===== src/rtl/trt_pkg.sv =====
//------------------------------------------------------------------------------
// trt_pkg: shared constants of the tandem repeat end trimmer
// Holds widths, reset values and register indexes.
//------------------------------------------------------------------------------
package trt_pkg;

   localparam int unsigned MAX_READ_LEN = 512;
   localparam int unsigned BASE_W       = 8;
   localparam int unsigned OUT_W        = 10;
   localparam int unsigned CSR_IDX_W    = 1;
   localparam int unsigned CSR_DATA_W   = 8;

   localparam logic [CSR_IDX_W-1:0] CSR_MAX_PERIOD = 1'd0;
   localparam logic [CSR_IDX_W-1:0] CSR_AGGRESSIVE = 1'd1;

   localparam logic [7:0] MAX_PERIOD_RESET = 8'd10;
   localparam logic       AGGRESSIVE_RESET = 1'b1;

endpackage


===== src/rtl/trt_if.sv =====
//------------------------------------------------------------------------------
// trt_req_if / trt_rsp_if: request and response channels
// Valid/ready channels with source and sink views.
//------------------------------------------------------------------------------
interface trt_req_if;
   logic       valid;
   logic       ready;
   logic [7:0] base;
   logic       last;
   modport source (output valid, output base, output last, input ready);
   modport sink   (input valid, input base, input last, output ready);
endinterface



===== src/rtl/trt_front.sv =====
//------------------------------------------------------------------------------
// trt_front: base loader
// Accepts bases, writes them to the store and hands a finished read's
// length and overflow flag to the search through a one-entry queue.
//------------------------------------------------------------------------------
module trt_front #(
   parameter int unsigned MAX_LEN = trt_pkg::MAX_READ_LEN,
   localparam int unsigned AW = $clog2(MAX_LEN),
   localparam int unsigned LW = $clog2(MAX_LEN + 1)
) (
   input  logic          clock,
   input  logic          reset,
   trt_req_if.sink       req,
   input  logic          busy,
   output logic          wr_en,
   output logic [AW-1:0] wr_addr,
   output logic [7:0]    wr_data,
   output logic          job_valid,
   output logic [LW-1:0] job_len,
   output logic          job_ovf,
   input  logic          job_take
);
   logic [LW-1:0] count_ff, count_in;
   logic          ovf_ff, ovf_in;
   logic          q_full_ff, q_full_in;
   logic [LW-1:0] q_len_ff;
   logic          q_ovf_ff;
   logic          accept;
   logic          room;

   // The store holds one read, so loading waits while a read is queued or searched.
   assign req.ready = !q_full_ff && !busy;
   assign accept    = req.valid && req.ready;
   assign room      = (count_ff < LW'(MAX_LEN));

   assign wr_en   = accept && room;
   assign wr_addr = count_ff[AW-1:0];
   assign wr_data = req.base;

   assign job_valid = q_full_ff;
   assign job_len   = q_len_ff;
   assign job_ovf   = q_ovf_ff;

   always_comb begin
      count_in  = count_ff;
      ovf_in    = ovf_ff;
      q_full_in = q_full_ff && !job_take;
      if (accept) begin
         if (room) begin
            count_in = count_ff + LW'(1);
         end else begin
            ovf_in = 1'b1;
         end
         if (req.last) begin
            count_in  = '0;
            ovf_in    = 1'b0;
            q_full_in = 1'b1;
         end
      end
   end

   always_ff @(posedge clock) begin
      if (reset) begin
         count_ff  <= '0;
         ovf_ff    <= 1'b0;
         q_full_ff <= 1'b0;
      end else begin
         count_ff  <= count_in;
         ovf_ff    <= ovf_in;
         q_full_ff <= q_full_in;
      end
      if (accept && req.last) begin
         q_len_ff <= room ? count_ff + LW'(1) : count_ff;
         q_ovf_ff <= ovf_ff || !room;
      end
   end
endmodule


===== src/flat_wrapper.sv =====
// flat-port wrapper written by rule: the top's interface ports become plain ports
module trt_front_flat 
#(
   parameter int unsigned MAX_LEN = trt_pkg::MAX_READ_LEN,
   localparam int unsigned AW = $clog2(MAX_LEN),
   localparam int unsigned LW = $clog2(MAX_LEN + 1)
)
  (clock, reset, busy, wr_en, wr_addr, wr_data, job_valid, job_len, job_ovf, job_take, req_valid, req_base, req_last, req_ready);
  trt_req_if req_i ();
  input  logic clock;
  input  logic reset;
  input  logic busy;
  output logic wr_en;
  output logic [AW-1:0] wr_addr;
  output logic [7:0] wr_data;
  output logic job_valid;
  output logic [LW-1:0] job_len;
  output logic job_ovf;
  input  logic job_take;
  input wire logic [$bits(req_i.valid)-1:0] req_valid;
  input wire logic [$bits(req_i.base)-1:0] req_base;
  input wire logic [$bits(req_i.last)-1:0] req_last;
  output wire logic [$bits(req_i.ready)-1:0] req_ready;
  assign req_i.valid = req_valid;
  assign req_i.base = req_base;
  assign req_i.last = req_last;
  assign req_ready = req_i.ready;
  trt_front #(.MAX_LEN(MAX_LEN)) u_core (.clock(clock), .reset(reset), .req(req_i), .busy(busy), .wr_en(wr_en), .wr_addr(wr_addr), .wr_data(wr_data), .job_valid(job_valid), .job_len(job_len), .job_ovf(job_ovf), .job_take(job_take));
endmodule

===== config.mk =====
export PLATFORM = sky130hd
export DESIGN_NAME = trt_front_flat
export DESIGN_NICKNAME = d
export VERILOG_FILES = /design/src/rtl/trt_pkg.sv /design/src/rtl/trt_if.sv /design/src/rtl/trt_front.sv /design/src/flat_wrapper.sv
export SDC_FILE = /design/constraint.sdc
export NUM_CORES = 1
export LEC_CHECK = 0
export BUFFER_PORTS_ARGS = -buffer_cell sky130_fd_sc_hd__buf_4
export CAP_MARGIN = 20
export CORE_MARGIN = 2
export CORE_UTILIZATION = 40
export CTS_BUF_LIST = sky130_fd_sc_hd__clkbuf_8
export CTS_CLUSTER_SIZE = 12
export DETAILED_ROUTE_END_ITERATION = 10
export GPL_TIMING_DRIVEN = 1
export MAX_ROUTING_LAYER = met4
export PLACE_DENSITY = 0.7
export SKIP_LAST_GASP = 1
export SYNTH_ARGS = -nofsm -noshare
export SYNTH_HDL_FRONTEND = slang
export SYNTH_SLANG_ARGS = --single-unit

===== constraint.sdc =====
create_clock -name clock -period 1.64 [get_ports clock]
set_input_delay 0.164 -clock clock [delete_from_list [all_inputs] [get_ports clock]]
set_output_delay 0.164 -clock clock [all_outputs]
set_load 0.02 [all_outputs]

### After elaboration in Yosys (flattened, before gate mapping)

Index checks and enable logic that the tools add are counted.

* register bits: 23
* output and inout port bits: 31
* word-level logic and storage cells: 25

* add/sub/neg operators: 1
* order comparisons: 1
* reduce and logical (&&, ||, !) cells: 11
* equality and inequality tests: 1
* muxes and demuxes: 6

Operator list (number)
* $mux 10: 2
* $add 10x1->10 const B: 1
* $lt 10x10->1 const B: 1
* $logic_and 1x1->1: 5
* $logic_not 1->1: 4
* $mux 1: 4
* $ne 2x2->1 const B: 1
* $reduce_and 2->1: 1
* $logic_or 1x1->1: 1

### Depth between registers and ports, before layout

Gate-level depths: netlist of the first run.

* word-level depth: 4
* depth in mapped cells: 5
* mapped depth without buffers: 5

### Worst setup path after synthesis of the first run

OpenSTA, ideal clock, no wires.

* path kind: reg-to-reg
* start point: reg u_core.q_full_ff (netlist: u_core.job_valid)
* end point: reg u_core.q_len_ff[0] (netlist: u_core.job_len[0]), enable pin
* setup time: 0.362 ns
* data required time: 1.278 ns
* slack: 0.027 ns
* path buffers: 0
* clock period less this slack: 1.613 ns
* cell stages (with the launch flop): 3
* arrival: 1.251 ns
* cell sequence: dfxtp_1 > nor3b_1 > and2_1

* longest elaborated chain between the ends: 4

Ends and longest elaborated chain
* start, declared: RTL line trt_front.sv:25 `logic q_full_ff, q_full_in;`
* start signal, assigned: RTL line trt_front.sv:70 `q_full_ff <= q_full_in;`
* $logic_not 1->1: RTL line trt_front.sv:32 `assign req.ready = !q_full_ff && !busy;`
* $logic_and 1x1->1: RTL line trt_front.sv:32
* $logic_and 1x1->1: RTL line trt_front.sv:33 `assign accept = req.valid && req.ready;`
* $logic_and 1x1->1: RTL line trt_front.sv:72 `if (accept && req.last) begin`
* end signal, assigned: RTL line trt_front.sv:73 `q_len_ff <= room ? count_ff + LW'(1) : count_ff;`
* end, declared: RTL line trt_front.sv:26 `logic [LW-1:0] q_len_ff;`

No other way between the ends.
A chain may end at the register's enable or synchronous reset.

### Final worst setup path of the first run

* start point: reg u_core.count_ff[0]
* end point: reg u_core.count_ff[6]

* longest elaborated chain between the ends: 3
* elaborated cells on any way between the ends: 4
* those cells by class: add/sub: 1; order compare: 1; mux: 2

Ends and longest elaborated chain
* start, declared: RTL line trt_front.sv:23 `logic [LW-1:0] count_ff, count_in;`
* start signal, assigned: RTL line trt_front.sv:68 `count_ff <= count_in;`
* $add 10x1->10 or $lt 10x10->1 (tied branches): RTL line trt_front.sv:50, trt_front.sv:34
* $mux 10 *
* $mux 10 *: RTL line trt_front.sv:54 `if (req.last) begin`

Mark *: on every way between the ends. The rest lies on a longest branch, timed or not.

==> results by group, run 1 <==
Drt
  • Remaining design rule violation count: 0
  • Sum of met3 wire segment lengths after detailed routing: 117 um
  • Remaining number of nets flagged by the antenna check after routing: 0
  • Total Routed Length: ~2200 um
  • Number of DRC markers in iteration 0: 15
  • First-pass detailed-route iteration total: 4
  • Via-per-instance ratio: a little over 5
  • Met2 routed WL: 1038 um
  • Overall via count from detail_route: 846
  • Wire length on met1: 966 um
  • Avg WL per Cell: between 10 and 15 um
  • Uppermost layer routed: met4

Timing
  • Unrepaired setup endpoints after global routing: no
  • Setup slack of the critical path after layout: between 0.09 and 0.1 ns
  • Final Max Slew Viols: 0
  • Hold violation count in the final report: 0
  • Post-layout minimum cycle time: 1.542 ns
  • Transition time at the pin with the least slew margin: 0.2564 ns
  • Number of setup violations in the final report: 0
  • Fmax: between 600 and 700 MHz
  • Clock Skew: between 0.001 and 0.0015 ns
  • Sum of negative setup slack: 0 ns
  • Tcrit/Tclk final: 94.02%
  • Relative slew margins: 82.90%

Flow run
  • # Max-Cap Violations: 0

Floorplan
  • Area enclosed by the die boundary: around 0.0034 sq mm
  • Number of I/O pins: 45
  • Die width: 58.00 um
  • Die outline height: 58.00 um
  • Floorplan Core Area: 0.002758 sq mm
  • Row count: 19
  • Initial cell density of the core: between 40% and 50%

Power
  • Total leakage power: 0.5497 nW
  • Ratio of total power to cell area: around 760 mW/mm^2
  • Worst voltage drop across the vdd grid: 0.5789 mV
  • Post-route total power: roughly 1.0 mW

Clock tree
  • Level count of the clock H-tree: 1
  • Root buf cell: sky130_fd_sc_hd__clkbuf_8
  • Clock tree from TritonCTS: done
  • Post-CTS clock slew at the launch and capture registers of the worst setup and hold paths: 0.08 ns
  • Maximum buffer depth of the clock tree: 2
  • Insertion delay of the later-clocked pin in the worst-skew pair: 0.26 ns
  • Sinks on the clock net: 23
  • Post-CTS Setup Inserts: 0
  • Total clock buffers created by CTS: 3

Setup path
  • Capture point of the worst reg-to-reg path: u_core.count_ff[6]
  • Required time at the endpoint of the critical path: roughly 1.8 ns
  • Worst endpoint data arrival time: 1.74 ns
  • Reg2Reg Setup Slack: 0.1 ns
  • Worst Setup Start Kind: register
  • Biggest fanout along the worst timing path: 5
  • WS Path Type: register to register
  • Worst reg2reg startpoint: u_core.count_ff[0]
  • Depth of the worst register-to-register path: 5
  • Type of destination of the critical path: register

GRT
  • Final global-route overflow total: 0
  • Number of antenna violations at the first check in global routing: 0
  • Largest net degree at the start of global routing: 14
  • Tot GR Track Use: 14.49%
  • Vias in the first global route: 797
  • First-pass GRT wire length: 3567 um

Synthesis
  • Total number of yosys warnings: 0
  • Netlist Area Pre-Place: 0.001166 sq mm
  • Post-synth cell types: 31
  • Flops & latches, synth: 23
  • Synth Instances: 117
  • Post-Synthesis Net Count: 132
  • Post-synthesis area per instance: about 10 sq um
  • Share of synthesized area occupied by flip-flops and latches: around half

Layout
  • Final net count: roughly 150
  • Leading cell types in the layout, fill and taps excluded: 35 x sky130_fd_sc_hd__buf_4, 11 x sky130_fd_sc_hd__a21oi_1, 11 x sky130_fd_sc_hd__dfxtp_1, 11 x sky130_fd_sc_hd__edfxtp_1, 8 x sky130_fd_sc_hd__nor2_1
  • Leading cell type in the layout, fill and taps excluded: sky130_fd_sc_hd__buf_4
  • Inserted Diodes: 0
  • Final core utilization: 49.36%
  • Area grow syn2layout: 16.74%
  • Share of final-layout standard cells stronger than drive strength 1: 33.08%

Run status
  • Outcome: finished, final reports clean

Min path
  • Startpoint of the most critical hold path: reset
  • Number of instances on the worst hold path: 2
  • Worst hold path endpoint: u_core.count_ff[5]
  • Tightest Hold Check Type: input port to register

Place
  • Setup slack after placement: around 0.09 ns
  • DPL Wire Length: 1630 um
  • Final GP Congestion: 0.8437
  • Total of buffers placed on input and output ports: 28
==> logic make-up after synthesis <==
group,after synthesis,share of synthesized area [%]
simple gates,37,18.88
xor+xnor,8,6.009
mux,1,0.9656
flops,23,48.93
buf+inv,25,13.95
compound gates,22,10.19
fa+ha+maj,1,1.073
==> layer usage <==
metal	vias to the layer above	global-route usage (%)
met4	0	9.967
met5	-	-
met1	387	16.88
li1	425	-
met2	30	22.73
met3	4	2.455
==> final cells by class <==
cell class                      instances  area, sq um
Timing Repair Buffer                   35        262.8
Clock buffer                            3        41.29
Inverter                                2        7.507
Multi-Input combinational cell         69        435.4
Tap cell                               31        38.79
Sequential cell                        23        571.8
Fill cell                             260         1396
Clock inverter                          1        3.754
==> stage by stage <==
stage	hold WS, ns	instances	instance area, sq um
6_report	0.1650	164	1361
5_1_grt	0.1583	164	1361
4_1_cts	0.1607	164	1360
3_5_place_dp	0.3282	160	1313
3_3_place_gp	0.3282	160	1313
2_1_floorplan	0.2433	117	1166
==> worst max-delay path: stages (launching register included) <==
cell and delay [ns]:
sky130_fd_sc_hd__dfxtp_1 0.39, sky130_fd_sc_hd__ha_1 0.19, sky130_fd_sc_hd__and3b_1 0.25, sky130_fd_sc_hd__nand4_1 0.13, sky130_fd_sc_hd__or3_1 0.36, sky130_fd_sc_hd__a31oi_1 0.15
==> power by group <==
| group | internal (mW) | total (mW) | switching (mW) |
|---|---|---|---|
| Combinational | 0.0389 | 0.0879 | 0.0490 |
| Sequential | 0.607 | 0.612 | 0.00477 |
| Clock | 0.167 | 0.338 | 0.171 |
| Total | 0.813 | 1.04 | 0.225 |
==> worst max path at each step <==
stage,end,cells after the start,from,slack (ns)
global route,u_core.count_ff[8],5,u_core.count_ff[0],0.003
detailed placement,u_core.count_ff[6],5,u_core.count_ff[1],0.09
global placement,u_core.count_ff[6],5,u_core.count_ff[1],0.17
CTS,u_core.count_ff[6],5,u_core.count_ff[1],0.08
finish,u_core.count_ff[6],5,u_core.count_ff[0],0.1
floorplan,u_core.job_len[0],2,u_core.job_valid,0.03
==> registers in the layout, indices dropped and copies added (netlist names) <==
register          count
u_core.job_valid      1
u_core.job_len       10
u_core.job_ovf        1
u_core.ovf_ff         1
u_core.count_ff      10
==> Yosys cell counts <==
master | count | share of area, %
sky130_fd_sc_hd__buf_4 | 18 | 12
sky130_fd_sc_hd__dfxtp_1 | 12 | 21
sky130_fd_sc_hd__a21oi_1 | 11 | 4.7
sky130_fd_sc_hd__edfxtp_1 | 11 | 28
sky130_fd_sc_hd__nor2_1 | 8 | 2.6
sky130_fd_sc_hd__xnor2_1 | 7 | 5.3
sky130_fd_sc_hd__o21ai_0 | 6 | 2.6
sky130_fd_sc_hd__or3_1 | 5 | 2.7
sky130_fd_sc_hd__clkbuf_1 | 4 | 1.3
sky130_fd_sc_hd__nand2_1 | 4 | 1.3
sky130_fd_sc_hd__a31oi_1 | 3 | 1.6
sky130_fd_sc_hd__nor3_1 | 3 | 1.3
sky130_fd_sc_hd__a22oi_1 | 2 | 1.3
sky130_fd_sc_hd__and4_1 | 2 | 1.5
sky130_fd_sc_hd__inv_1 | 2 | 0.64
sky130_fd_sc_hd__nand3_1 | 2 | 0.86
sky130_fd_sc_hd__nand3b_1 | 2 | 1.3
sky130_fd_sc_hd__or2_2 | 2 | 1.1
sky130_fd_sc_hd__and2_1 | 1 | 0.54
sky130_fd_sc_hd__and3_1 | 1 | 0.54
sky130_fd_sc_hd__and3b_1 | 1 | 0.75
sky130_fd_sc_hd__and4b_1 | 1 | 0.86
sky130_fd_sc_hd__buf_2 | 1 | 0.43
sky130_fd_sc_hd__ha_1 | 1 | 1.1
sky130_fd_sc_hd__mux2_2 | 1 | 0.97
sky130_fd_sc_hd__nand2b_1 | 1 | 0.54
sky130_fd_sc_hd__nand4_1 | 1 | 0.54
sky130_fd_sc_hd__nor3b_1 | 1 | 0.64
sky130_fd_sc_hd__or3b_2 | 1 | 0.75
sky130_fd_sc_hd__or4b_4 | 1 | 1.2
sky130_fd_sc_hd__xor2_1 | 1 | 0.75
==> repair_timing <==
action                                  CTS  global route
endpoints found under the setup margin    1             2
gates resized for setup                   1             1
hold buffers                              0             0
Note: power is estimated with default switching activity, not from simulation.
==> run 2, diff against run 1 <==
==> constraint.sdc (replaced) <==
create_clock -name clock -period 1.55 [get_ports clock]
set_input_delay 0.155 -clock clock [delete_from_list [all_inputs] [get_ports clock]]
set_output_delay 0.155 -clock clock [all_outputs]
set_load 0.02 [all_outputs]
==> run 2 against run 1 <==
  * Sequential power rose by 5.9%
  * Flip-flop and latch count did not move
  * Die area did not move
  * Cell area rose by 2.8%
  * Clock-buffer cell count did not move
  * Critical path type unchanged
==> results by group, run 2 (synthesis gave the netlist of run 1 again) <==
Place
  • Final GP Congestion: 0.7576
  • Dpl cells: 163
  • DPL Wire Length: roughly 1700 um
  • Setup slack after placement: 0.02899 ns
  • Total of buffers placed on input and output ports: 28

Floorplan
  • Row count: 19
  • Number of I/O pins: between 40 and 50
  • Die outline height: 58.00 um
  • Floorplan Core Area: 0.002758 sq mm
  • Die width: 58.00 um
  • Initial cell density of the core: 42.29%
  • Area enclosed by the die boundary: 0.003363 sq mm

Flow run
  • # Max-Cap Violations: 0

Timing
  • Hold violation count in the final report: 0
  • Final Max Slew Viols: 0
  • Fmax: between 600 and 700 MHz
  • Tcrit/Tclk final: 94.67%
  • Sum of negative setup slack: 0 ns
  • Worst hold margin: 0.1619 ns
  • Number of setup violations in the final report: 0
  • Clock Skew: between 0.008 and 0.009 ns
  • Transition time at the pin with the least slew margin: between 0.3 and 0.4 ns
  • Setup slack of the critical path after layout: 0.08260 ns
  • Post-layout minimum cycle time: 1.467 ns
  • Unrepaired setup endpoints after global routing: yes
  • Relative slew margins: 78.53%

Power
  • Ratio of total power to cell area: 784.0 mW/mm^2
  • Switching portion of total power: a little over a fifth
  • Share of total power in combinational logic: 8.7%
  • Net switching power: 0.2363 mW
  • Internal: 0.8614 mW
  • Sequential group share of total power: 59.0%
  • Clock share of power: 32.3%
  • Total leakage power: around 0.57 nW
  • Worst voltage drop across the vdd grid: 0.4762 mV

Setup path
  • Worst reg2reg startpoint: u_core.count_ff[1]
  • Biggest fanout along the worst timing path: 5
  • Depth of the worst register-to-register path: 5
  • Endpoint of the most critical setup path: u_core.count_ff[6]
  • Type of destination of the critical path: register
  • Required time at the endpoint of the critical path: 1.73 ns
  • WS Path Type: register to register
  • Worst endpoint data arrival time: 1.65 ns
  • Reg2Reg Setup Slack: 0.08 ns
  • Beginning of the critical path: u_core.count_ff[1]
  • Capture point of the worst reg-to-reg path: u_core.count_ff[6]
  • Worst Setup Start Kind: register

Drt
  • Number of DRC markers in iteration 0: 20
  • Total Routed Length: 2290 um
  • Remaining number of nets flagged by the antenna check after routing: 0
  • Remaining design rule violation count: 0
  • Via-per-instance ratio: between 5 and 6
  • Overall via count from detail_route: between 800 and 900
  • Avg WL per Cell: 13.63 um
  • First-pass detailed-route iteration total: 4

Clock tree
  • Maximum buffer depth of the clock tree: 2
  • Root buf cell: sky130_fd_sc_hd__clkbuf_8
  • Total clock buffers created by CTS: 3
  • Level count of the clock H-tree: 1
  • Post-CTS clock slew at the launch and capture registers of the worst setup and hold paths: 0.08 ns
  • Clock tree from TritonCTS: done
  • Insertion delay of the later-clocked pin in the worst-skew pair: 0.26 ns
  • Sinks on the clock net: 23

Layout
  • Number of non-filler instances in the completed layout: 168
  • Leading cell types in the layout, fill and taps excluded: 39 x sky130_fd_sc_hd__buf_4, 11 x sky130_fd_sc_hd__edfxtp_1, 10 x sky130_fd_sc_hd__a21oi_1, 10 x sky130_fd_sc_hd__dfxtp_1, 8 x sky130_fd_sc_hd__nor2_1
  • Inserted Diodes: 0
  • Leading cell type in the layout, fill and taps excluded: sky130_fd_sc_hd__buf_4
  • Final core utilization: 50.77%
  • Final net count: 153
  • Share of final-layout standard cells stronger than drive strength 1: 38.69%
  • Area grow syn2layout: 20.06%

Run status
  • Outcome: finished, final reports clean

GRT
  • First-pass GRT wire length: 3774 um
  • Vias in the first global route: ~780
  • Largest net degree at the start of global routing: 15
  • Final global-route overflow total: 0
  • Number of antenna violations at the first check in global routing: 0
  • Tot GR Track Use: between 10% and 20%

Min path
  • Tightest Hold Check Type: input port to register
==> run 2: worst max-delay path, stage by stage, from the launching register on <==
cell,delay (ns)
sky130_fd_sc_hd__dfxtp_2,0.36
sky130_fd_sc_hd__ha_1,0.16
sky130_fd_sc_hd__and3b_2,0.23
sky130_fd_sc_hd__nand4_1,0.12
sky130_fd_sc_hd__or3_1,0.35
sky130_fd_sc_hd__a31oi_1,0.16
==> run 2: how the worst min path moves through the flow <==
stage / start / endpoint / slack [ns] / depth (start not counted)
5_1_grt: reset / u_core.count_ff[1] / 0.17 / 2
4_1_cts: reset / u_core.count_ff[7] / 0.16 / 2
2_1_floorplan: reset / u_core.count_ff[9] / 0.23 / 1
3_5_place_dp: req_base[1] / wr_data[1] / 0.31 / 0
3_3_place_gp: req_base[1] / wr_data[1] / 0.31 / 0
6_report: reset / u_core.count_ff[1] / 0.16 / 2
==> run 2: timing repair <==
item | 4_1_cts | 5_1_grt
gates resized for setup | 1 | 5
hold buffers | 0 | 0
setup buffers | 0 | 1
cloned | 0 | 0
endpoints found under the setup margin | 1 | 6
endpoints found under the hold margin | 0 | 0
pin swaps | 0 | 1
==> run 2: final cells by class <==
type                    instances  area, sq um
inverters                       2        7.507
repair buffers                 39        292.8
well taps                      31        38.79
clock buffers                   3        41.29
fillers                       274         1358
clock inverters                 1        3.754
flip-flops and latches         23        573.1
multi-input cells              69        442.9
==> run 2: power groups by stage <==
stage / clock network (mW) / logic (mW) / registers [mW]
6_report: 0.354 / 0.0957 / 0.648
5_1_grt: 0.395 / 0.103 / 0.649
4_1_cts: 0.362 / 0.0944 / 0.647
3_5_place_dp: 0 / 0.0927 / 0.661
3_3_place_gp: 0 / 0.0910 / 0.661
2_1_floorplan: 0 / 0.0707 / 0.672
==> run 2: per-stage QoR <==
stage / power, mW / area [sq um]
finish: 1.098 / 1400
global route: 1.147 / 1400
CTS: 1.104 / 1384
detailed placement: 0.7542 / 1336
global placement: 0.7517 / 1336
floorplan: 0.7427 / 1167
==> run 2: layer usage <==
| layer | wire length (um) | share of wire, % | GRT usage, % | vias to the layer above |
|---|---|---|---|---|
| met5 | 0 | 0 | - | - |
| met4 | 53 | 2.3 | 6.977 | 0 |
| met3 | 149 | 6.5 | 3.348 | 6 |
| met2 | 1072 | 47 | 22.24 | 30 |
| met1 | 1014 | 44 | 19.60 | 400 |
| li1 | - | - | - | 434 |
