$ cat src/rtl/trt_pkg.sv
//------------------------------------------------------------------------------
// trt_pkg: shared constants of the tandem repeat end trimmer
// Holds widths, reset values and register indexes.
//------------------------------------------------------------------------------
package trt_pkg;

   localparam int unsigned MAX_READ_LEN = 512;
   localparam int unsigned BASE_W       = 8;
   localparam int unsigned OUT_W        = 10;
   localparam int unsigned CSR_IDX_W    = 1;
   localparam int unsigned CSR_DATA_W   = 8;

   localparam logic [CSR_IDX_W-1:0] CSR_MAX_PERIOD = 1'd0;
   localparam logic [CSR_IDX_W-1:0] CSR_AGGRESSIVE = 1'd1;

   localparam logic [7:0] MAX_PERIOD_RESET = 8'd10;
   localparam logic       AGGRESSIVE_RESET = 1'b1;

endpackage

$ cat src/rtl/trt_if.sv


interface trt_rsp_if #(parameter int unsigned OUT_W = 10);
   logic             valid;
   logic             ready;
   logic [OUT_W-1:0] left_trim;
   logic [OUT_W-1:0] right_end;
   logic             overflow;
   modport source (output valid, output left_trim, output right_end, output overflow,
                   input ready);
   modport sink   (input valid, input left_trim, input right_end, input overflow,
                   output ready);
endinterface

$ cat src/rtl/trt_search.sv
//------------------------------------------------------------------------------
// trt_search: repeat search sequencer
// Walks the stored read once per period, start run first, then end run,
// comparing one base pair per ISSUE and WAIT visit, and registers the result.
//------------------------------------------------------------------------------
module trt_search #(
   parameter int unsigned MAX_LEN = trt_pkg::MAX_READ_LEN,
   localparam int unsigned AW = $clog2(MAX_LEN),
   localparam int unsigned LW = $clog2(MAX_LEN + 1)
) (
   input  logic          clock,
   input  logic          reset,
   input  logic [7:0]    max_period,
   input  logic          aggressive,
   input  logic          job_valid,
   input  logic [LW-1:0] job_len,
   input  logic          job_ovf,
   output logic          job_take,
   output logic          busy,
   output logic [AW-1:0] rd_addr_a,
   output logic [AW-1:0] rd_addr_b,
   input  logic [7:0]    rd_data_a,
   input  logic [7:0]    rd_data_b,
   trt_rsp_if.source     rsp
);
   typedef enum logic [2:0] {IDLE, PSTART, ISSUE, WAIT, CHECK, DONE} state_type;

   // Signed work width: positions, lengths and period products.
   localparam int unsigned SW = LW + 2;

   state_type        state_ff;
   logic             end_ff;
   logic [SW-1:0]    n_ff, p_ff, r_ff, j_ff, rp_ff, best_ff, left_ff;
   logic             ovf_ff;
   logic             rsp_valid_ff;
   logic [SW-1:0]    pos_a, pos_b, lim_p, len;
   logic             mism, p_ok;

   // Base (r+1)*p+j offset from the read edge; rp_ff tracks (r+1)*p.
   always_comb begin
      if (!end_ff) begin
         pos_a = j_ff;
         pos_b = rp_ff + j_ff;
      end else begin
         pos_a = n_ff - SW'(1) - j_ff;
         pos_b = n_ff - SW'(1) - rp_ff - j_ff;
      end
   end

   assign rd_addr_a = pos_a[AW-1:0];
   assign rd_addr_b = pos_b[AW-1:0];
   assign lim_p     = (n_ff + SW'(1)) >> 1;
   assign p_ok      = (p_ff <= SW'(max_period)) && (p_ff <= lim_p);
   assign len       = (rp_ff - p_ff) + (aggressive ? j_ff : SW'(0));
   assign mism      = rd_data_a != rd_data_b;

   assign busy      = state_ff != IDLE;
   assign job_take  = (state_ff == IDLE) && job_valid;
   assign rsp.valid = rsp_valid_ff;

   always_ff @(posedge clock) begin
      if (reset) begin
         state_ff     <= IDLE;
         rsp_valid_ff <= 1'b0;
      end else begin
         if ((state_ff == DONE) && (!rsp_valid_ff || rsp.ready)) begin
            rsp_valid_ff <= 1'b1;
         end else if (rsp.valid && rsp.ready) begin
            rsp_valid_ff <= 1'b0;
         end
         unique case (state_ff)
            IDLE: begin
               if (job_valid) begin
                  n_ff    <= SW'(job_len);
                  ovf_ff  <= job_ovf;
                  end_ff  <= 1'b0;
                  p_ff    <= SW'(1);
                  best_ff <= '0;
                  left_ff <= '0;
                  state_ff <= PSTART;
               end
            end
            PSTART: begin
               if (!p_ok) begin
                  if (!end_ff) begin
                     left_ff  <= best_ff;
                     best_ff  <= '0;
                     end_ff   <= 1'b1;
                     p_ff     <= SW'(1);
                  end else begin
                     state_ff <= DONE;
                  end
               end else if (p_ff >= n_ff) begin
                  p_ff <= p_ff + SW'(1);
               end else begin
                  r_ff     <= '0;
                  j_ff     <= '0;
                  rp_ff    <= p_ff;
                  state_ff <= ISSUE;
               end
            end
            ISSUE: begin
               // The first compare of each end-run period (r = 0, j = 0) skips the start trim guard.
               if (j_ff == p_ff) begin
                  r_ff  <= r_ff + SW'(1);
                  j_ff  <= '0;
                  rp_ff <= rp_ff + p_ff;
               end else if ((!end_ff && (pos_b >= n_ff)) ||
                            (end_ff && ((j_ff != '0) || (r_ff != '0)) &&
                             ($signed(pos_b) <= $signed(left_ff)))) begin
                  state_ff <= CHECK;
               end else begin
                  state_ff <= WAIT;
               end
            end
            WAIT: begin
               if (mism) begin
                  state_ff <= CHECK;
               end else begin
                  j_ff     <= j_ff + SW'(1);
                  state_ff <= ISSUE;
               end
            end
            CHECK: begin
               // The first-pair mismatch has r = 0 and never counts.
               if ((r_ff != '0) && (len > best_ff)) begin
                  best_ff <= len;
               end
               p_ff     <= p_ff + SW'(1);
               state_ff <= PSTART;
            end
            DONE: begin
               if (!rsp_valid_ff || rsp.ready) begin
                  rsp.left_trim <= left_ff[LW-1:0];
                  rsp.right_end <= LW'(n_ff - best_ff);
                  rsp.overflow  <= ovf_ff;
                  state_ff      <= IDLE;
               end
            end
            default: state_ff <= IDLE;
         endcase
      end
   end
endmodule

$ cat src/flat_wrapper.sv
// flat-port wrapper written by rule: the top's interface ports become plain ports
module trt_search_flat 
#(
   parameter int unsigned MAX_LEN = trt_pkg::MAX_READ_LEN,
   localparam int unsigned AW = $clog2(MAX_LEN),
   localparam int unsigned LW = $clog2(MAX_LEN + 1)
)
  (clock, reset, max_period, aggressive, job_valid, job_len, job_ovf, job_take, busy, rd_addr_a, rd_addr_b, rd_data_a, rd_data_b, rsp_valid, rsp_left_trim, rsp_right_end, rsp_overflow, rsp_ready);
  trt_rsp_if rsp_i ();
  input  logic clock;
  input  logic reset;
  input  logic [7:0] max_period;
  input  logic aggressive;
  input  logic job_valid;
  input  logic [LW-1:0] job_len;
  input  logic job_ovf;
  output logic job_take;
  output logic busy;
  output logic [AW-1:0] rd_addr_a;
  output logic [AW-1:0] rd_addr_b;
  input  logic [7:0] rd_data_a;
  input  logic [7:0] rd_data_b;
  output wire logic [$bits(rsp_i.valid)-1:0] rsp_valid;
  output wire logic [$bits(rsp_i.left_trim)-1:0] rsp_left_trim;
  output wire logic [$bits(rsp_i.right_end)-1:0] rsp_right_end;
  output wire logic [$bits(rsp_i.overflow)-1:0] rsp_overflow;
  input wire logic [$bits(rsp_i.ready)-1:0] rsp_ready;
  assign rsp_valid = rsp_i.valid;
  assign rsp_left_trim = rsp_i.left_trim;
  assign rsp_right_end = rsp_i.right_end;
  assign rsp_overflow = rsp_i.overflow;
  assign rsp_i.ready = rsp_ready;
  trt_search #(.MAX_LEN(MAX_LEN)) u_core (.clock(clock), .reset(reset), .max_period(max_period), .aggressive(aggressive), .job_valid(job_valid), .job_len(job_len), .job_ovf(job_ovf), .job_take(job_take), .busy(busy), .rd_addr_a(rd_addr_a), .rd_addr_b(rd_addr_b), .rd_data_a(rd_data_a), .rd_data_b(rd_data_b), .rsp(rsp_i));
endmodule
$ cat config.mk
export PLATFORM = sky130hd
export DESIGN_NAME = trt_search_flat
export DESIGN_NICKNAME = d
export VERILOG_FILES = /design/src/rtl/trt_pkg.sv /design/src/rtl/trt_if.sv /design/src/rtl/trt_search.sv /design/src/flat_wrapper.sv
export SDC_FILE = /design/constraint.sdc
export NUM_CORES = 1
export LEC_CHECK = 0
export ABC_AREA = 1
export BUFFER_PORTS_ARGS = -buffer_cell sky130_fd_sc_hd__buf_4
export CAP_MARGIN = 5
export CORE_ASPECT_RATIO = 1.75
export CORE_UTILIZATION = 57
export DETAILED_ROUTE_END_ITERATION = 7
export GPL_ROUTABILITY_DRIVEN = 0
export HOLD_SLACK_MARGIN = 0.02
export PLACE_DENSITY = 0.73
export SKIP_LAST_GASP = 1
export SYNTH_ARGS = -nofsm -noshare
export SYNTH_HDL_FRONTEND = slang
export SYNTH_SLANG_ARGS = --single-unit
$ cat constraint.sdc
create_clock -name clock -period 7.8 [get_ports clock]
set_input_delay 0.39 -clock clock [delete_from_list [all_inputs] [get_ports clock]]
set_output_delay 0.39 -clock clock [all_outputs]
set_load 0.02 [all_outputs]
-- Word level (Yosys, flattened, before mapping)
Index checks and enable logic that the tools add are counted.
W data, S select, Z words.
- bits in registers: 109
- latch bits: 0
- bits in writable memories: 0
- ROM bits: 0
- bits of input ports: 40
- logic and storage cells: 127
- memories kept: 0
- add/subtract/negate cells: 13
- $mul: 0
- divide/modulo/power cells: 0
- $lt $le $gt $ge: 6
- eq/ne operators: 21
- shift operators: 0
- mux-type cells: 41
- bitwise operators: 1
- reduce and logical (&&, ||, !) cells: 31
- operators with widths (cell ; number):
    $mux W12 ; 20
    $pmux W12 S3 ; 3
    $pmux W12 S2 ; 3
    $add A12 B1 Y12 const B ; 3
    $add A12 B12 Y12 ; 3
    $sub A12 B12 Y12 ; 3
    $ge A12 B10 Y1 ; 2
    $mux W3 ; 8
    $reduce_bool A12 Y1 ; 2
    $reduce_and A5 Y1 ; 4
    $pmux W3 S6 ; 1
    $ne A2 B2 Y1 const B ; 7
    $eq A12 B12 Y1 ; 1
    $gt A12 B12 Y1 ; 1
    $le A12 B11 Y1 ; 1
    $le A12 B12 Y1 ; 1
    $le A12 B8 Y1 ; 1
    $reduce_and A6 Y1 ; 2
    $add A10 B1 Y11 const B ; 1
    $sub A10 B1 Y11 const B ; 1
    $sub A10 B10 Y10 ; 1
    $mux W9 ; 1
    $ne A3 B3 Y1 const B ; 3
    $reduce_bool A3 Y1 ; 3
    17 further kinds ; 37

-- Longest topological paths before layout
Gate-level depths: netlist (run 1).
- depth after elaboration: 10
- depth in mapped cells: 32
- gate-level depth less buffers: 32

-- Worst setup path after synthesis (run 1)
OpenSTA, ideal clock, no wires.
- kind: register -> register
- from: register u_core.n_ff[0]
- to: register u_core.r_ff[0] (enable)
- library setup time: 536 ps
- arrival: 6115 ps
- path slack: 1149 ps
- stages on the path, launching flop included: 15
- buffers on the path: 0
- cells stage by stage: edfxtp_1 -> ha_1 -> nand2_1 -> or3_1 -> nor3_1 -> nand3_1 -> ha_1 -> nand2_1 -> nor2_2 -> inv_2 -> o41ai_2 -> nand2_2 -> inv_2 -> nor2_2 -> a2111oi_0
- longest elaborated chain between the ends: 5
- ends and longest elaborated chain (item ; RTL line ; text):
    from (decl) ; trt_search.sv:33 ; logic [SW-1:0] n_ff, p_ff, r_ff, j_ff, rp_ff, best_ff, left_ff;
    from (signal assigned) ; trt_search.sv:74 ; n_ff <= SW'(job_len);
    $add A10 B1 Y11 ; trt_search.sv:52 ; assign lim_p = (n_ff + SW'(1)) >> 1;
    $le A12 B11 Y1 ; trt_search.sv:53 ; assign p_ok = (p_ff <= SW'(max_period)) && (p_ff <= lim_p);
    $logic_and A1 B1 Y1 ; trt_search.sv:53 ;
    $ne A2 B1 Y1 (no source line) ; -- ;
    $reduce_and A5 Y1 (no source line) * ; -- ;
    to (signal assigned) ; trt_search.sv:105 ; r_ff <= r_ff + SW'(1);
    to (decl) ; trt_search.sv:33 ;
Mark *: on every way between the ends. The rest lies on a longest branch, timed or not.
A chain may end at the register's enable or synchronous reset.

-- Worst setup path in the final report (run 1)
- from: register u_core.n_ff[0]
- to: register u_core.state_ff[2]
- longest elaborated chain between the ends: 10
- ends and longest elaborated chain (item ; RTL line ; text):
    $sub A10 B1 Y11 ; -- ;
    $sub A12 B12 Y12 (2 in series) ; trt_search.sv:46 ; pos_b = n_ff - SW'(1) - rp_ff - j_ff;
    $mux W12 ; trt_search.sv:41 ; if (!end_ff) begin
    $ge A12 B10 Y1 or $le A12 B12 Y1 (tied branches) ; trt_search.sv:108, trt_search.sv:110 ;
    $logic_and A1 B1 Y1 (on tied branches) ; trt_search.sv:108, trt_search.sv:109 ;
    $logic_or A1 B1 Y1 ; trt_search.sv:108 ; end else if ((!end_ff && (pos_b >= n_ff)) ||
    $mux W3 ; trt_search.sv:108 ;
    $mux W3 ; trt_search.sv:104 ; if (j_ff == p_ff) begin
    $pmux W3 S6 ; trt_search.sv:71 ; unique case (state_ff)
    to (signal assigned) ; trt_search.sv:80 ; state_ff <= PSTART;
    to (signal assigned) ; trt_search.sv:111 ; state_ff <= CHECK;
    to (signal assigned) ; trt_search.sv:113 ; state_ff <= WAIT;
    to (decl) ; trt_search.sv:31 ; state_type state_ff;
Parallel ways exist; a longest one is shown, timed or not. The select of a mux whose other input is x is not followed.

==> flow_summary.ini, run 1 <==
[outcome]
status = finished clean

[cts]
clkLatencyLatePin_ns = 0.38
cts_buffers = 9
cts_setup_buffers = 0
cts.sinks = 109
clockBufferDepth = 2
root_buffer = clkbuf_16
htreeDepth = 3
cts.repair.resized = 0
cts_tree = yes
clk_pin_slew_ns = 0.07
cts_hold_buf = 0

[drt]
wl_per_cell_um = 18.1
drt_iter0_drc = 461
routed_wirelength_um = 29400
dr.pass1.iters = 5
via_per_inst = 5.57
met2_wirelength_um = 14900
drc = 0
top_layer = met4
dr_wl_met3_um = 1440
wl_met1_um = 10100
postRouteAntennaNets = 0
vias = 9013

[placed_design]
hpwlAfterDp_um = 23800
io_buffers = 81

[floorplanning]
die_w_um = 104
start_util_pct = 58.5
fp.dieArea_um2 = 18600
io_pins = 82
placementRows = 64
coreArea_um2 = 17600
die_height_um = 180

[timing]
setup_viol = 0
max-slew-margin-rel_pct = 23.6
min_period_over_period_pct = 63.5
fin_skew_ns = 0.0135
worst_pin_slew_ns = 1.15
rsz0062_at_grt = no
final_max_slew_viol_count = 0
timing.fmax_mhz = 202
period_minus_slack_ns = 4.96
hold_viol = 0
final.setup.tns_ns = 0

[yosys]
syn-instance-count = 1296
synth_seq_area_share_pct = 31.4
synth-seq-cells = 109
syn_avg_cell_area_um2 = 7.95
synth_area_leaders = edfxtp_1, ha_1, inv_1
synth.top_cell.area_share_pct = 30.6
syn_nets = 1502
syn_area_um2 = 10300
synth_cell_types = 48
yosysTopAreaCell = edfxtp_1
yosysWarnings = 0

[final_layout]
syn2layout_area_growth_pct = 11.9
post-route-util_pct = 65.4
diodes = 0
layout-drive-gt1-share_pct = 10.1
final_nets = 1588

[worst_hold_path]
hp-start = job_len[3]
hp-class = in2reg

[setup_path]
critPathRequiredTime_ns = 8.11
crit_slowest_cell = edfxtp_1
cp_max_fo = 7
crit_type = reg2reg
slowest_delay_ns = 0.51
crit_top_cell = nand2_1
worst_setup_path_start_kind = flop
r2r_start = u_core.n_ff[0]$_DFFE_PP_
crit_path_start = u_core.n_ff[0]$_DFFE_PP_
end_kind = flop
worst-endpoint-arrival_ns = 5.27

[pwr]
power_w = 0.00262
ir_worst_vdd_v = 0.000142
p_per_area_nw_per_um2 = 227
p_leak_nw = 5.66

[run]
cap_violations = 0

[grt]
grt_overflow_total = 0
grt_max_degree = 29
grt_pass1_wl_um = 45800
grtUsageTotal_pct = 32.5
antenna_found_initial = 0
grt_pass1_vias = 8870
per-stage QoR:
| stage | setup slack [ns] | instances | cell area, um^2 | hold WS, ns |
|---|---|---|---|---|
| 2_1_floorplan | 1.15 | 1296 | 10300 | 0.400 |
| 3_3_place_gp | 3.05 | 1602 | 11200 | 0.414 |
| 3_5_place_dp | 2.94 | 1602 | 11200 | 0.421 |
| 4_1_cts | 2.90 | 1618 | 11500 | 0.184 |
| 5_1_grt | 2.34 | 1618 | 11500 | 0.185 |
| 6_report | 2.84 | 1618 | 11500 | 0.190 |
registers in the layout, indices dropped and copies added, names as in the netlist:
signal / cells
u_core.best_ff: 12
u_core.j_ff: 12
u_core.left_ff: 12
u_core.p_ff: 12
u_core.r_ff: 12
u_core.rp_ff: 12
u_core.n_ff: 10
u_core.rsp.left_trim: 10
u_core.rsp.right_end: 10
u_core.state_ff: 3
u_core.end_ff: 1
u_core.ovf_ff: 1
u_core.rsp.overflow: 1
u_core.rsp.valid: 1
cells by family (layout without fill, tap and decap cells):
logic type | after synthesis | in the layout | share of synthesized area, %
buffers and inverters | 282 | 373 | 10.4
and+or+nand+nor | 455 | 455 | 18.8
adders and majority gates | 166 | 166 | 22.1
AOI/OAI and AO/OA | 220 | 220 | 11.8
DFF | 109 | 109 | 31.4
xor gates and xnor gates | 64 | 64 | 5.52
critical path: cells and delay by family (launching register included):
| family | cells | cell delay (ns) |
|---|---|---|
| simple gates | 15 | 1.15 |
| fa+ha+maj | 4 | 1.30 |
| buf+inv | 3 | 0.35 |
| xor+xnor | 2 | 0.38 |
| compound gates | 7 | 1.17 |
| flops | 1 | 0.51 |
Yosys cell counts, drive strengths merged:
cell and n:
o21ai 72, ha 140, nand4 15, fa 26, edfxtp 105, o41ai 1, clkbuf 11, o21bai 9
a21o 6, a22oi 1, nand2 230, a21oi 101, or3 1, inv 267, nor3 38, clkinv 1
xor2 52, or2 6, nand3 33, a41oi 1, xnor2 12, buf 3, o2111ai 1, dfxtp 4
nor3b 3, a31oi 10, a2111oi 1, nor4 7, o21a 1, o31ai 1, o211ai 3, nor2 120
o22ai 8, nand3b 2, a211oi 3, a21boi 1
cell type report:
| class | count | area, um^2 |
|---|---|---|
| clock inverter | 6 | 71.3 |
| clock buffer | 10 | 229 |
| fill | 1535 | 6100 |
| inverter | 268 | 1010 |
| timing repair buffer | 89 | 668 |
| sequential | 109 | 3230 |
| tap | 231 | 289 |
| multi-input combinational | 905 | 6020 |
metal layers:
metal  GRT usage (%)  vias up
li1                -     4401
met5               0        -
met4            29.0        0
met1            32.2     4101
met3            4.82      142
met2            58.3      369
layout by cell type (no fill, tap or decap), types with 3 or more instances in the layout:
master / Yosys / final
a21o_1: 6 / 6
ha_1: 140 / 140
nor2_1: 116 / 116
nor4_1: 7 / 5
a211oi_1: 3 / 3
o21bai_1: 9 / 9
o21ai_0: 64 / 64
a31oi_1: 10 / 10
o21ai_1: 8 / 8
inv_1: 256 / 256
xnor2_1: 12 / 12
nor2_2: 3 / 3
dfxtp_1: 4 / 4
inv_2: 10 / 10
o211ai_1: 3 / 3
clkbuf_16: 0 / 9
or2_2: 6 / 6
buf_4: 1 / 89
nor3_1: 37 / 35
nand4_1: 15 / 15
nand2_1: 227 / 227
nand3_1: 31 / 31
fa_1: 26 / 26
edfxtp_1: 105 / 105
nand2_2: 3 / 3
nor3b_1: 3 / 3
xor2_1: 51 / 51
a21oi_1: 99 / 99
o22ai_1: 8 / 8
power breakdown:
group / leakage [nW] / internal [W] / switching, W
sequential: 1.02 / 0.000730 / 0.0000888
clock: 0.145 / 0.000253 / 0.000230
combinational: 4.49 / 0.000491 / 0.000826
total: 5.66 / 0.00147 / 0.00115
final timing paths:
kind              cells past startpoint  slack (ns)                              end
setup / recovery                     31        2.84  u_core.state_ff[2]$_SDFFE_PP0P_
hold / removal                        1        0.19         u_core.n_ff[3]$_DFFE_PP_
setup reg to reg                     31        2.84  u_core.state_ff[2]$_SDFFE_PP0P_
hold reg to reg                       0        0.43    u_core.rsp.overflow$_DFFE_PP_
(Power assumes the default switching activity.)
==> run 2, diff against run 1 <==
==> constraint.sdc (replaced) <==
create_clock -name clock -period 4.61 [get_ports clock]
set_input_delay 0.2305 -clock clock [delete_from_list [all_inputs] [get_ports clock]]
set_output_delay 0.2305 -clock clock [all_outputs]
set_load 0.02 [all_outputs]
==> run 2 against run 1 <==
  * The run now ends with setup timing left
  * Sequential share of layout area down 1.9 points
  * Wire length up 11%
  * Largest power group unchanged
  * Die area unchanged
  * Critical path type unchanged
  * Non-clock buffer count up 66
==> flow_summary.ini, run 2 (synthesized netlist as in run 1, its figures left out) <==
[grt]
grt_max_degree = 29
grtUsageTotal_pct = 34.5
grt_overflow_total = 0
grt_pass1_vias = 9524
grt_pass1_wl_um = 48300
antenna_found_initial = 0

[timing]
worst_pin_slew_ns = 0.853
setup_viol = 12
fin_skew_ns = 0.0183
final_max_slew_viol_count = 0
fin_ws_ns = -0.0587
timing.fmax_mhz = 214
hold_viol = 0
max-slew-margin-rel_pct = 42.6
rsz0062_at_grt = yes
period_minus_slack_ns = 4.67
min_period_over_period_pct = 101

[final_layout]
stdcell_area_um2 = 12300
fillCellCount = 1463
final_cell_mix = inv_1, nand2_1, buf_4
final_nets = 1654
final_common_cell = inv_1
syn2layout_area_growth_pct = 19.9
layout-drive-gt1-share_pct = 18.4
diodes = 0
post-route-util_pct = 70.1

[cts]
clkLatencyLatePin_ns = 0.38
clockBufferDepth = 2
cts_tree = yes
cts_buffers = 9
cts_hold_buf = 0
htreeDepth = 3
clk_pin_slew_ns = 0.09
root_buffer = clkbuf_16
cts.sinks = 109

[placed_design]
placed_cell_area_um2 = 11600
io_buffers = 81
hpwlAfterDp_um = 25500

[setup_path]
crit_slowest_cell = fa_1
worst_setup_path_start_kind = flop
slowest_delay_ns = 0.55
worst-endpoint-arrival_ns = 4.76
crit_type = reg2reg
crit_buf_inv = 7
r2r_cells = 29
critPathRequiredTime_ns = 4.70
end_kind = flop
cp.depth = 29
cpLargestDelayFamily = adder cells
cp_max_fo = 6

[run]
cap_violations = 0

[drt]
wl_per_cell_um = 19.3
via_per_inst = 5.74
drc = 0
postRouteAntennaNets = 0
routed_wirelength_um = 32600
dr.pass1.iters = 5
drt_iter0_drc = 699
vias = 9661

[floorplanning]
placementRows = 64
fp.dieArea_um2 = 18600
die_height_um = 180
coreArea_um2 = 17600
io_pins = 82
die_w_um = 104
start_util_pct = 58.5

[pwr]
p_per_area_nw_per_um2 = 393
p_leak_nw = 6.01
power_w = 0.00485
ir_worst_vdd_v = 0.000325

[worst_hold_path]
whs_path_depth = 1
hp-class = in2reg

[outcome]
violations = setup timing
status = complete, but fails checks
-- run 2: cell types whose count changed in the layout (fill, tap and decap cells not counted), sizes merged --
| cell | previous run | this run |
|---|---|---|
| clkinvlp | 1 | 0 |
| buf | 89 | 154 |
| inv | 269 | 270 |
| bufinv | 1 | 0 |
| clkinv | 3 | 5 |
-- run 2: final cells by class --
class / count / area (um^2) / share of cell area (%)
clock buffers: 9 / 225 / 1.82
clock inverters: 7 / 78.8 / 0.638
inverters: 268 / 1010 / 8.19
multi-input cells: 905 / 6340 / 51.4
flip-flops and latches: 109 / 3230 / 26.2
well taps: 231 / 289 / 2.34
repair buffers: 155 / 1170 / 9.45
-- run 2: path summary, 6_finish.rpt --
path                                           startpoint                               to  slack (ns)
worst max-delay path            u_core.rp_ff[1]$_DFFE_PP_  u_core.best_ff[0]$_SDFFCE_PP0P_       -0.06
worst min register to register    u_core.ovf_ff$_DFFE_PP_    u_core.rsp.overflow$_DFFE_PP_        0.43
worst min-delay path                           job_len[5]         u_core.n_ff[5]$_DFFE_PP_        0.03
worst max register to register  u_core.rp_ff[1]$_DFFE_PP_  u_core.best_ff[0]$_SDFFCE_PP0P_       -0.06
-- run 2: repair_timing --
action	CTS	global route
resized for setup	1	71
setup endpoints to repair	12	15
pin swaps	1	30
buffers inserted	0	12
gates cloned	0	1
-- run 2: metal layers --
layer  vias up  global-route usage [%]  wire (um)
li1       4544                       -          -
met1      4483                    31.9      10500
met2       453                    62.4      16500
met3       181                    5.73       1870
met4         0                    34.4       3680
met5         -                       0          0
-- run 2: worst register-to-register path, delay by kind of cell, from the launching register on --
kind / cells / cell delay, ns
adder cells (fa/ha/maj): 3 / 1.20
XOR/XNOR: 1 / 0.21
AO/OA/AOI/OAI: 7 / 0.90
buffers and inverters: 7 / 0.61
AND/OR/NAND/NOR: 11 / 1.12
flip-flops: 1 / 0.37
-- run 2: stage by stage --
stage | std cells | setup slack [ns] | setup TNS, ns | hold slack (ns)
CTS | 1671 | 0.0160 | 0 | 0.0272
finish | 1684 | -0.0587 | -0.624 | 0.0284
global placement | 1655 | 0.180 | 0 | 0.410
global route | 1684 | -0.267 | -3.48 | 0.0296
detailed placement | 1655 | -0.0537 | -0.642 | 0.410
floorplan | 1296 | 0.0246 | 0 | 0.293
-- run 2: power breakdown --
group	switching (W)	internal [W]	total [W]
Combinational	0.00166	0.00105	0.00271
Clock	0.000430	0.000387	0.000817
Sequential	0.0000948	0.00123	0.00133
Total	0.00219	0.00267	0.00485
==> run 3, diff against run 2 <==
--- a/config.mk
+++ b/config.mk
@@ -14,7 +14,9 @@
 export GPL_ROUTABILITY_DRIVEN = 0
 export HOLD_SLACK_MARGIN = 0.02
 export PLACE_DENSITY = 0.73
+export SETUP_SLACK_MARGIN = 0.05
 export SKIP_LAST_GASP = 1
+export SLEW_MARGIN = 20
 export SYNTH_ARGS = -nofsm -noshare
 export SYNTH_HDL_FRONTEND = slang
 export SYNTH_SLANG_ARGS = --single-unit
==> run 3 against run 2 <==
  * Critical path type unchanged
  * The flow now finishes without violations
  * Count of clock-buffer cells in the layout grew 1
  * Sequential share of layout area up 0.28 points
  * Worst setup slack better by 0.22 ns
  * Clock power rose by 2%
  * Maximum frequency rose by 5.0%
  * Non-clock buffer count is 13 lower
  * Sequential cell count unchanged
==> flow_summary.ini, run 3 (synthesized netlist as in run 1, its figures left out) <==
[cts]
clockBufferDepth = 2
cts_tree = yes
cts_buffers = 9
clk_pin_slew_ns = 0.08
cts.sinks = 109
htreeDepth = 3
clkLatencyLatePin_ns = 0.37
root_buffer = clkbuf_16
cts_hold_buf = 0

[setup_path]
critPathRequiredTime_ns = 4.71
worst_setup_path_start_kind = flop
cp_max_fo = 6
end_kind = flop
crit_slowest_cell = fa_1
worst-endpoint-arrival_ns = 4.54
rr_endpoint = u_core.best_ff[0]$_SDFFCE_PP0P_
slowest_delay_ns = 0.55
r2r_cells = 28
reg2reg_setup_slack_ns = 0.17
r2r_start = u_core.j_ff[1]$_SDFFCE_PP0P_
crit_type = reg2reg

[floorplanning]
fp.dieArea_um2 = 18600
die_w_um = 104
io_pins = 82
die_height_um = 180
start_util_pct = 58.5
coreArea_um2 = 17600
placementRows = 64

[worst_hold_path]
min_to = u_core.n_ff[7]$_DFFE_PP_
hp-start = job_len[7]
whs_path_depth = 1
hp-class = in2reg

[grt]
grt_pass1_wl_um = 47700
antenna_found_initial = 0
grt_max_degree = 29
grtUsageTotal_pct = 34.0
grt_overflow_total = 0
grt_pass1_vias = 9186

[drt]
dr.pass1.iters = 8
via_per_inst = 5.61
routed_wirelength_um = 31700
vias = 9375
drc = 0
drt_iter0_drc = 538
postRouteAntennaNets = 0
wl_per_cell_um = 18.9

[final_layout]
stdcell_area_um2 = 12200
layout-drive-gt1-share_pct = 16.7
post-route-util_pct = 69.4
diodes = 0
final_nets = 1641
final_cell_mix = inv_1, nand2_1, buf_4
syn2layout_area_growth_pct = 18.7
final_common_cell = inv_1
fillCellCount = 1477
seq_area_um2 = 3230
multi_input_area_um2 = 6260

[timing]
timing.fmax_mhz = 225
fin_skew_ns = 0.0127
rsz0062_at_grt = yes
hold_viol = 0
period_minus_slack_ns = 4.44
setup_viol = 0
worst_pin_slew_ns = 0.945
final_max_slew_viol_count = 0
max-slew-margin-rel_pct = 36.6
min_period_over_period_pct = 96.4

[pwr]
ir_worst_vdd_v = 0.000221
p_leak_nw = 5.96
p_per_area_nw_per_um2 = 389
power_w = 0.00476

[run]
cap_violations = 0

[outcome]
status = finished clean

[placed_design]
placed_cell_area_um2 = 11600
io_buffers = 81
hpwlAfterDp_um = 25400
-- run 3: changes by cell type in the layout (fill, tap and decap cells not counted), moves of 4 or more --
cell / before / now
buf_4: 153 / 139
ha_1: 130 / 135
ha_4: 10 / 5
nor3_2: 8 / 4
-- run 3: worst max-delay path by stage --
stage                                      start                              end  cells after the start
global route        u_core.j_ff[1]$_SDFFCE_PP0P_  u_core.best_ff[7]$_SDFFCE_PP0P_                     28
finish              u_core.j_ff[1]$_SDFFCE_PP0P_  u_core.best_ff[0]$_SDFFCE_PP0P_                     28
CTS                     u_core.n_ff[0]$_DFFE_PP_  u_core.state_ff[2]$_SDFFE_PP0P_                     31
detailed placement     u_core.rp_ff[1]$_DFFE_PP_  u_core.best_ff[9]$_SDFFCE_PP0P_                     28
floorplan              u_core.rp_ff[1]$_DFFE_PP_  u_core.best_ff[0]$_SDFFCE_PP0P_                     27
global placement        u_core.n_ff[1]$_DFFE_PP_  u_core.state_ff[2]$_SDFFE_PP0P_                     31
-- run 3: layout make-up --
class | instances | share of cell area [%]
Timing Repair Buffer | 142 | 9.07
Clock buffer | 10 | 1.96
Multi-Input combinational cell | 905 | 51.3
Sequential cell | 109 | 26.5
Inverter | 268 | 8.27
Clock inverter | 6 | 0.625
Tap cell | 231 | 2.37
-- run 3: layer usage --
layer | wire length, um | GRT usage, % | vias up | share of wire (%)
li1 | - | - | 4514 | -
met1 | 10500 | 32.8 | 4284 | 33
met2 | 15900 | 61.4 | 404 | 50
met3 | 1780 | 4.97 | 173 | 5.6
met4 | 3470 | 31.7 | 0 | 11
met5 | 0 | 0 | - | 0
-- run 3: repair_timing --
action,in CTS,in global routing
buffers inserted,0,7
setup endpoints to repair,0,15
gates resized for setup,0,55
-- run 3: per-stage QoR --
stage	TNS, ns	hold WS (ns)	worst slack, ns	instances
after detailed placement	0	0.410	0.0977	1647
after global routing	-0.796	0.0321	-0.0854	1671
after floorplan	0	0.293	0.173	1296
final	0	0.0349	0.165	1671
after CTS	0	0.0328	0.0530	1663
after global placement	0	0.411	0.151	1647
-- run 3: critical path: cells and delay by family (launching register included) --
family	cells	cell delay (ns)
xor+xnor	1	0.20
flops	1	0.38
buf+inv	5	0.43
compound gates	7	0.86
simple gates	12	1.11
fa+ha+maj	3	1.20
-- run 3: power breakdown --
| part | internal, W | total (W) | leakage (nW) | switching [W] |
|---|---|---|---|---|
| registers | 0.00123 | 0.00132 | 1.02 | 0.0000887 |
| clock network | 0.000446 | 0.000837 | 0.156 | 0.000390 |
| logic | 0.000989 | 0.00260 | 4.79 | 0.00161 |
| total | 0.00267 | 0.00476 | 5.96 | 0.00209 |
